===== src/mcwt_pkg.sv =====
// ----------------------------------------------------------------------------
// Watchdog table package
// Request, result and table entry types, operation and status codes.
// ----------------------------------------------------------------------------
package mcwt_pkg;

    localparam int ID_W     = 22;
    localparam int TAG_W    = 16;
    localparam int PERIOD_W = 16;
    localparam int TIME_W   = 32;
    localparam int MISS_W   = 8;
    localparam int PROD_W   = MISS_W + PERIOD_W;

    localparam int MAX_RESULTS = 16;
    localparam int FOUND_W     = $clog2(MAX_RESULTS + 1);

    localparam logic [1:0] OP_REGISTER   = 2'd0;
    localparam logic [1:0] OP_FEED       = 2'd1;
    localparam logic [1:0] OP_UNREGISTER = 2'd2;
    localparam logic [1:0] OP_TICK       = 2'd3;

    localparam logic [1:0] STAT_OK         = 2'd0;
    localparam logic [1:0] STAT_REG_FAIL   = 2'd1;
    localparam logic [1:0] STAT_FEED_FAIL  = 2'd2;
    localparam logic [1:0] STAT_UNREG_FAIL = 2'd3;

    localparam logic CFG_MAX_MISSED     = 1'b0;
    localparam logic CFG_DEFAULT_PERIOD = 1'b1;

    typedef struct packed {
        logic [1:0]          operation;
        logic [ID_W-1:0]     client_id;
        logic [TAG_W-1:0]    name_tag;
        logic [PERIOD_W-1:0] feed_period;
        logic [TIME_W-1:0]   now_secs;
    } req_t;

    typedef struct packed {
        logic [1:0]       status;
        logic             expired;
        logic [ID_W-1:0]  expired_id;
        logic [TAG_W-1:0] expired_tag;
        logic             last_of_run;
    } res_t;

    typedef struct packed {
        logic                valid;
        logic [ID_W-1:0]     id;
        logic [TAG_W-1:0]    tag;
        logic [PERIOD_W-1:0] period;
        logic [TIME_W-1:0]   last_feed;
    } entry_t;

    typedef struct packed {
        logic shift;
        logic append;
        logic update;
        logic feed;
    } cell_ctrl_t;

endpackage


===== src/mcwt_cell.sv =====
// ----------------------------------------------------------------------------
// Watchdog table cell
// One table entry; loads from its upper neighbour, appends, updates or
// refreshes, and flags id and tag matches against the current request.
// ----------------------------------------------------------------------------
module mcwt_cell import mcwt_pkg::*;
(
    input  logic       clk,
    input  logic       rst_n,
    input  cell_ctrl_t ctrl,
    input  entry_t     nb,
    input  req_t       req,
    output entry_t     ent,
    output logic       id_hit,
    output logic       tag_hit
);

    logic                valid_reg;
    logic [ID_W-1:0]     id_reg;
    logic [TAG_W-1:0]    tag_reg;
    logic [PERIOD_W-1:0] period_reg;
    logic [TIME_W-1:0]   last_reg;

    always_ff @(posedge clk or negedge rst_n)
    begin
        if (!rst_n)
        begin
            valid_reg <= 1'b0;
        end
        else if (ctrl.shift)
        begin
            valid_reg <= nb.valid;
        end
        else if (ctrl.append)
        begin
            valid_reg <= 1'b1;
        end
    end

    always_ff @(posedge clk)
    begin
        if (ctrl.shift)
        begin
            id_reg     <= nb.id;
            tag_reg    <= nb.tag;
            period_reg <= nb.period;
            last_reg   <= nb.last_feed;
        end
        else if (ctrl.append)
        begin
            id_reg     <= req.client_id;
            tag_reg    <= req.name_tag;
            period_reg <= req.feed_period;
            last_reg   <= req.now_secs;
        end
        else if (ctrl.update)
        begin
            // tag stays as first registered
            id_reg     <= req.client_id;
            period_reg <= req.feed_period;
            last_reg   <= req.now_secs;
        end
        else if (ctrl.feed)
        begin
            last_reg <= req.now_secs;
        end
    end

    assign ent.valid     = valid_reg;
    assign ent.id        = id_reg;
    assign ent.tag       = tag_reg;
    assign ent.period    = period_reg;
    assign ent.last_feed = last_reg;

    assign id_hit  = valid_reg && (id_reg == req.client_id);
    assign tag_hit = valid_reg && (tag_reg == req.name_tag);

endmodule


===== src/mcwt_check.sv =====
// ----------------------------------------------------------------------------
// Watchdog deadline check
// Registers max_missed * period for the entry about to reach the head, then
// compares the wide deadline against the current time.
// ----------------------------------------------------------------------------
module mcwt_check import mcwt_pkg::*;
(
    input  logic                clk,
    input  logic [MISS_W-1:0]   max_missed,
    input  logic [PERIOD_W-1:0] next_period,
    input  logic [TIME_W-1:0]   last_feed,
    input  logic [TIME_W-1:0]   now_secs,
    output logic                expire
);

    logic [PROD_W-1:0] prod_reg;
    logic [TIME_W:0]   deadline;

    always_ff @(posedge clk)
    begin
        prod_reg <= max_missed * next_period;
    end

    assign deadline = {1'b0, last_feed} + {{(TIME_W + 1 - PROD_W){1'b0}}, prod_reg};
    assign expire   = {1'b0, now_secs} > deadline;

endmodule


===== src/multi_client_watchdog_table.sv =====
// ----------------------------------------------------------------------------
// Multi-client watchdog table
// Register, feed and unregister are worked in S_EXEC, busy while there, the
// result strobe rising as busy falls. A tick rotates the whole ring of SLOTS
// cells past one deadline checker, busy through S_PRIME, S_SCAN and S_FLUSH:
// one result per expired entry, up to MAX_RESULTS, the last marked last_of_run
// and given as busy falls, also when none expired. Results cannot be stalled.
// Reset empties the table; max_missed is 3 and default_period is 10.
// ----------------------------------------------------------------------------
module multi_client_watchdog_table import mcwt_pkg::*;
#(
    parameter int SLOTS = 16
)
(
    input  logic        clk,
    input  logic        rst_n,
    input  logic        start,
    output logic        busy,
    input  req_t        request,
    output logic        result_strobe,
    output res_t        result,
    input  logic        psel,
    input  logic        penable,
    input  logic        pwrite,
    input  logic [2:0]  paddr,
    input  logic [31:0] pwdata,
    output logic [31:0] prdata,
    output logic        pready
);

    localparam int CNT_W = $clog2(SLOTS + 1);
    localparam int NEXT  = (SLOTS > 1) ? 1 : 0;

    typedef enum logic [2:0] {
        S_IDLE,
        S_EXEC,
        S_PRIME,
        S_SCAN,
        S_FLUSH
    } state_t;

    // configuration
    logic [MISS_W-1:0]   max_missed_reg;
    logic [PERIOD_W-1:0] default_period_reg;

    always_ff @(posedge clk or negedge rst_n)
    begin
        if (!rst_n)
        begin
            max_missed_reg     <= MISS_W'(3);
            default_period_reg <= PERIOD_W'(10);
        end
        else if (psel && penable && pwrite && pready)
        begin
            case (paddr[2])
                CFG_MAX_MISSED:     max_missed_reg     <= pwdata[MISS_W-1:0];
                CFG_DEFAULT_PERIOD: default_period_reg <= pwdata[PERIOD_W-1:0];
                default:            max_missed_reg     <= max_missed_reg;
            endcase
        end
    end

    always_comb
    begin
        case (paddr[2])
            CFG_MAX_MISSED:     prdata = {{(32 - MISS_W){1'b0}}, max_missed_reg};
            CFG_DEFAULT_PERIOD: prdata = {{(32 - PERIOD_W){1'b0}}, default_period_reg};
            default:            prdata = '0;
        endcase
    end

    assign pready = 1'b1;

    // control state
    state_t             state_reg, state_next;
    req_t               req_reg, req_next;
    logic [CNT_W-1:0]   count_reg, count_next;
    logic [CNT_W-1:0]   scan_reg, scan_next;
    logic [FOUND_W-1:0] found_reg, found_next;
    res_t               pend_reg, pend_next;
    logic               pend_valid_reg, pend_valid_next;
    res_t               result_reg, result_next;
    logic               strobe_reg, strobe_next;

    // cell ring
    entry_t     ents [SLOTS];
    cell_ctrl_t ctrl [SLOTS];
    logic       id_hit [SLOTS];
    logic       tag_hit [SLOTS];
    entry_t     tail_in;

    logic [SLOTS-1:0] first_m;
    logic [SLOTS-1:0] first_id;
    logic [SLOTS-1:0] from_id;
    logic             any_m;
    logic             any_id;
    logic             full;
    logic             expire;
    logic             hit;

    for (genvar g = 0; g < SLOTS; g++)
    begin : g_cell
        entry_t nb;
        if (g == SLOTS - 1)
        begin : g_tail
            assign nb = tail_in;
        end
        else
        begin : g_body
            assign nb = ents[g+1];
        end

        mcwt_cell u_cell (
            .clk     (clk),
            .rst_n   (rst_n),
            .ctrl    (ctrl[g]),
            .nb      (nb),
            .req     (req_reg),
            .ent     (ents[g]),
            .id_hit  (id_hit[g]),
            .tag_hit (tag_hit[g])
        );
    end

    mcwt_check u_check (
        .clk         (clk),
        .max_missed  (max_missed_reg),
        .next_period ((state_reg == S_SCAN) ? ents[NEXT].period : ents[0].period),
        .last_feed   (ents[0].last_feed),
        .now_secs    (req_reg.now_secs),
        .expire      (expire)
    );

    assign hit  = expire && ents[0].valid && (found_reg < FOUND_W'(MAX_RESULTS));
    assign full = (count_reg == CNT_W'(SLOTS));

    // first-match search along the ring
    always_comb
    begin
        logic seen_m;
        logic seen_id;
        seen_m  = 1'b0;
        seen_id = 1'b0;
        for (int i = 0; i < SLOTS; i++)
        begin
            first_m[i]  = (id_hit[i] || tag_hit[i]) && !seen_m;
            seen_m      = seen_m || id_hit[i] || tag_hit[i];
            first_id[i] = id_hit[i] && !seen_id;
            seen_id     = seen_id || id_hit[i];
            from_id[i]  = seen_id;
        end
        any_m  = seen_m;
        any_id = seen_id;
    end

    // rotate the head round during a tick; close the gap on unregister
    always_comb
    begin
        tail_in = ents[0];
        if (state_reg == S_SCAN)
        begin
            if (hit)
            begin
                tail_in.last_feed = req_reg.now_secs;
            end
        end
        else
        begin
            tail_in.valid = 1'b0;
        end
    end

    always_comb
    begin
        logic exec;
        exec = (state_reg == S_EXEC);
        for (int i = 0; i < SLOTS; i++)
        begin
            ctrl[i].shift  = (state_reg == S_SCAN)
                          || (exec && req_reg.operation == OP_UNREGISTER && from_id[i]);
            ctrl[i].append = exec && req_reg.operation == OP_REGISTER && !any_m && !full
                          && (count_reg == CNT_W'(i));
            ctrl[i].update = exec && req_reg.operation == OP_REGISTER && first_m[i];
            ctrl[i].feed   = exec && req_reg.operation == OP_FEED && first_id[i];
        end
    end

    always_comb
    begin
        state_next      = state_reg;
        req_next        = req_reg;
        count_next      = count_reg;
        scan_next       = scan_reg;
        found_next      = found_reg;
        pend_next       = pend_reg;
        pend_valid_next = pend_valid_reg;
        result_next     = '0;
        strobe_next     = 1'b0;

        case (state_reg)
            S_IDLE:
            begin
                if (start)
                begin
                    req_next = request;
                    if (request.feed_period == '0)
                    begin
                        req_next.feed_period = default_period_reg;
                    end
                    state_next = (request.operation == OP_TICK) ? S_PRIME : S_EXEC;
                end
            end
            S_EXEC:
            begin
                result_next.last_of_run = 1'b1;
                strobe_next             = 1'b1;
                case (req_reg.operation)
                    OP_REGISTER:
                    begin
                        if (!any_m && full)
                        begin
                            result_next.status = STAT_REG_FAIL;
                        end
                        else if (!any_m)
                        begin
                            count_next = count_reg + CNT_W'(1);
                        end
                    end
                    OP_FEED:
                    begin
                        if (!any_id)
                        begin
                            result_next.status = STAT_FEED_FAIL;
                        end
                    end
                    OP_UNREGISTER:
                    begin
                        if (!any_id)
                        begin
                            result_next.status = STAT_UNREG_FAIL;
                        end
                        else
                        begin
                            count_next = count_reg - CNT_W'(1);
                        end
                    end
                    default:
                    begin
                        result_next.status = STAT_OK;
                    end
                endcase
                state_next = S_IDLE;
            end
            S_PRIME:
            begin
                scan_next       = '0;
                found_next      = '0;
                pend_valid_next = 1'b0;
                state_next      = S_SCAN;
            end
            S_SCAN:
            begin
                if (hit)
                begin
                    // hold each hit until the next one shows it was not the last
                    if (pend_valid_reg)
                    begin
                        result_next = pend_reg;
                        strobe_next = 1'b1;
                    end
                    pend_next             = '0;
                    pend_next.expired     = 1'b1;
                    pend_next.expired_id  = ents[0].id;
                    pend_next.expired_tag = ents[0].tag;
                    pend_valid_next       = 1'b1;
                    found_next            = found_reg + FOUND_W'(1);
                end
                scan_next = scan_reg + CNT_W'(1);
                if (scan_reg == CNT_W'(SLOTS - 1))
                begin
                    state_next = S_FLUSH;
                end
            end
            S_FLUSH:
            begin
                if (pend_valid_reg)
                begin
                    result_next = pend_reg;
                end
                result_next.last_of_run = 1'b1;
                strobe_next             = 1'b1;
                pend_valid_next         = 1'b0;
                state_next              = S_IDLE;
            end
            default:
            begin
                state_next = S_IDLE;
            end
        endcase
    end

    always_ff @(posedge clk or negedge rst_n)
    begin
        if (!rst_n)
        begin
            state_reg      <= S_IDLE;
            req_reg        <= '0;
            count_reg      <= '0;
            scan_reg       <= '0;
            found_reg      <= '0;
            pend_reg       <= '0;
            pend_valid_reg <= 1'b0;
            result_reg     <= '0;
            strobe_reg     <= 1'b0;
        end
        else
        begin
            state_reg      <= state_next;
            req_reg        <= req_next;
            count_reg      <= count_next;
            scan_reg       <= scan_next;
            found_reg      <= found_next;
            pend_reg       <= pend_next;
            pend_valid_reg <= pend_valid_next;
            result_reg     <= result_next;
            strobe_reg     <= strobe_next;
        end
    end

    assign busy          = (state_reg != S_IDLE);
    assign result        = result_reg;
    assign result_strobe = strobe_reg;

endmodule

===== config.mk =====
export PLATFORM = sky130hd
export DESIGN_NAME = multi_client_watchdog_table
export DESIGN_NICKNAME = d
export VERILOG_FILES = /design/src/mcwt_pkg.sv /design/src/mcwt_cell.sv /design/src/mcwt_check.sv /design/src/multi_client_watchdog_table.sv
export SDC_FILE = /design/constraint.sdc
export NUM_CORES = 2
export LEC_CHECK = 0
export ABC_AREA = 1
export CORE_MARGIN = 2
export CORE_UTILIZATION = 28
export CTS_CLUSTER_SIZE = 10
export DETAILED_ROUTE_END_ITERATION = 10
export DONT_BUFFER_PORTS = 1
export GPL_ROUTABILITY_DRIVEN = 0
export PLACE_DENSITY = 0.46
export SLEW_MARGIN = 30
export SYNTH_ARGS = -nofsm -noshare
export SYNTH_HDL_FRONTEND = slang
export SYNTH_SLANG_ARGS = --single-unit

===== constraint.sdc =====
create_clock -name clk -period 6.9 [get_ports clk]
set_clock_uncertainty 0.15 [all_clocks]
set_input_delay 1.725 -clock clk [delete_from_list [all_inputs] [get_ports clk]]
set_output_delay 1.725 -clock clk [all_outputs]
set_load 0.005 [all_outputs]

==> flow_summary.json <==
{
  "grt_start_max_net_pins": 230,
  "synth_top_area_share_pct": 51.8,
  "postCtsSetupRepairBufs": 0,
  "power_leakage_nw": 31.5,
  "synthArstFlopShare_pct": 14.1,
  "status": "finished, final reports clean",
  "post_drt_wl_per_cell_um": 22.5,
  "worstSetupPathType": "reg2reg",
  "post-route-period-util_pct": 92.5,
  "start_util_pct": 28.1,
  "placed_cells": 11455,
  "grt_pass1_wl_mm": 392,
  "area_growth_pct": 12.2,
  "drive_gt1_share_pct": 7.32,
  "synth-main-ff-cell": "edfxtp_1",
  "rows": 196,
  "syn_area_per_cell_um2": 9.88,
  "synth_edf_count": 1376,
  "largest_reg_flops": 512,
  "finalNonFillerCells": 11797,
  "wl_mm": 265,
  "crit_arrival_ps": 6990,
  "dpl.hpwl_mm": 172,
  "ios": 206,
  "drt_iter0_markers": 6309,
  "firstDrtPassIters": 6,
  "relSlewSlack_pct": 30.6,
  "synth_top_cells_by_count": "nand2_1 (2204), o21ai_0 (1510), edfxtp_1 (1376)",
  "report.final.slew_viol_count": 0,
  "regArea_um2": 47500,
  "die_x_um": 538,
  "netlist_instances": 8077,
  "clock-root-buffer": "clkbuf_16",
  "rsz0062_at_grt": "no",
  "startpoint_type": "flop",
  "multi_input_area_um2": 28000,
  "crit_path_max_incr_delay_ps": 540,
  "cp.required_ps": 7510,
  "cts_hold_buf": 0,
  "fin_crit_ps": 6380,
  "max_freq_ghz": 0.157,
  "ff2ff_setup_slack_ps": 520,
  "critPathSlowestCell": "fa_1",
  "crit_buf_inv": 6,
  "die_area_um2": 289000,
  "yosysWarnings": 0,
  "track_usage_pct": 18.0,
  "grt_pass1_vias": 57464,
  "cp-end-kind": "flop",
  "path_clk_slew_ps": 60,
  "netlist_area_um2": 79800,
  "clock_latency_ps": 840,
  "h-tree-depth": 4,
  "num_vias": 58938,
  "vias_per_cell": 5.00,
  "yosysSeqAreaShare_pct": 59.6,
  "tightest_slew_ps": 1040,
  "nets": 8208,
  "grt-ovfl-total": 0,
  "fill_cells": 29199,
  "yosys.area.top_type": "edfxtp_1",
  "io_buffers": 0,
  "numClockSinks": 1629,
  "drcViolationCount": 0,
  "power.density_nw_per_um2": 488,
  "die_y_um": 538,
  "hold_class": "reg2reg",
  "antenna_found_initial": 16,
  "cts_max_path_buffers": 3,
  "cts_buffers": 189,
  "finalHoldViolCount": 0,
  "crit_fanout": 9,
  "coreArea_um2": 284000,
  "cpMostUsedCell": "inv_1",
  "critical_path.top_delay_family": "adder cells",
  "synth.area.top_cells": "edfxtp_1 (52%), nand2_1 (10%), o21ai_0 (9.5%)",
  "drv_cap": 0,
  "setup_viol": 0,
  "ant_nets": 0,
  "ys_seq_elements": 1629,
  "tritoncts": "built",
  "finish.utilization_pct": 31.5,
  "ir_drop_mv": 0.253,
  "synth.most_common_cell": "nand2_1",
  "synth_cell_type_count": 63
}
[where the power goes]
part | switching [mW] | internal [mW] | total (mW)
clock network | 4.22 | 5.29 | 9.51
logic | 12.0 | 5.43 | 17.4
registers | 1.73 | 15.0 | 16.8
[worst paths after layout]
kind | start | endpoint | depth (start not counted)
worst max register to register | state_reg[1]$_DFFE_PN0P_ | u_check.prod_reg[23]$_DFF_P_ | 27
min in group asynchronous | rst_n | req_reg[68]$_DFFE_PN0P_ | 0
worst min-delay path | pend_reg[39]$_DFFE_PN0P_ | pend_reg[39]$_DFFE_PN0P_ | 2
worst max-delay path | state_reg[1]$_DFFE_PN0P_ | u_check.prod_reg[23]$_DFF_P_ | 27
max in group asynchronous | rst_n | req_reg[2]$_DFFE_PN0P_ | 0
worst min register to register | pend_reg[39]$_DFFE_PN0P_ | pend_reg[39]$_DFFE_PN0P_ | 2
[kinds of logic (layout without fill, tap and decap cells)]
group	count (synthesis)	after routing	share of synthesized area (%)
multiplexers	8	8	0.113
other	2	21	0.00941
AND/OR/NAND/NOR	2915	2915	14.8
buffers and inverters	1093	1032	5.74
flip-flops	1629	1629	59.6
XOR/XNOR	227	227	2.49
adder cells (fa/ha/maj)	194	194	3.84
AO/OA/AOI/OAI	2009	2009	13.5
[metrics by stage]
stage / instance area (um2) / TNS, ps / power (mW) / hold slack [ps] / worst slack, ps
after floorplan: 79900 / 0 / 27.8 / 284 / 543
after global placement: 83800 / -99.0 / 34.2 / 297 / -99.0
after detailed placement: 83800 / -169 / 34.3 / 311 / -169
after CTS: 89500 / 0 / 44.0 / 323 / 76.6
after global routing: 89500 / 0 / 46.7 / 331 / 18.4
final: 89500 / 0 / 43.7 / 321 / 516
[layout make-up]
cell class	instances	share of cell area, %
Clock buffer	312	5.94
Tap cell	3762	5.26
Sequential cell	1629	53.1
Inverter	509	2.16
Timing Repair Buffer	186	1.82
Multi-Input combinational cell	5370	31.3
Antenna cell	4	0.0112
Clock inverter	25	0.393
[worst register-to-register path, delay by kind of cell (launching register included)]
family          cells  cell delay (ps)
compound gates     10             1930
fa+ha+maj           5             2260
buf+inv             6              650
simple gates        5              800
flops               1              390
xor+xnor            1              160
[layer usage]
metal | up-vias | track usage, % | share of wire (%)
met1 | 29380 | 26.2 | 47
met3 | 368 | 2.65 | 6.4
met4 | 0 | 4.77 | 2.6
met2 | 1927 | 27.9 | 44
met5 | - | 0 | 0
li1 | 27263 | - | -
[cells in the final DEF (no fill, tap or decap), types with 6 or more instances in the layout]
cell type	count
nand4_1	66
nand2_2	21
nand2_4	13
fa_1	85
nand3_2	15
inv_2	26
inv_1	473
buf_4	167
nand2_1	2186
ha_1	109
inv_6	8
o21ai_1	136
o2111ai_1	22
a211oi_1	26
xnor2_1	98
nor2_1	353
xor2_1	129
o21ai_2	15
clkbuf_16	192
nand3b_1	7
clkbuf_8	6
nor3_1	27
nor4_1	49
a22oi_1	16
edfxtp_1	1376
a21oi_1	92
or2_2	53
nand3_1	101
buf_12	18
o211ai_1	11
conb_1	17
clkbuf_1	114
mux2_2	8
o21ai_0	1503
clkinv_1	13
dfxtp_1	24
o22ai_1	97
a221oi_1	31
dfrtp_1	223
a22o_1	21
[what timing repair did]
item	4_1_cts	5_1_grt
pin swaps	0	0
setup endpoints to repair	1	4
gates resized for setup	2	8
Note: power is estimated with default switching activity, not from simulation.
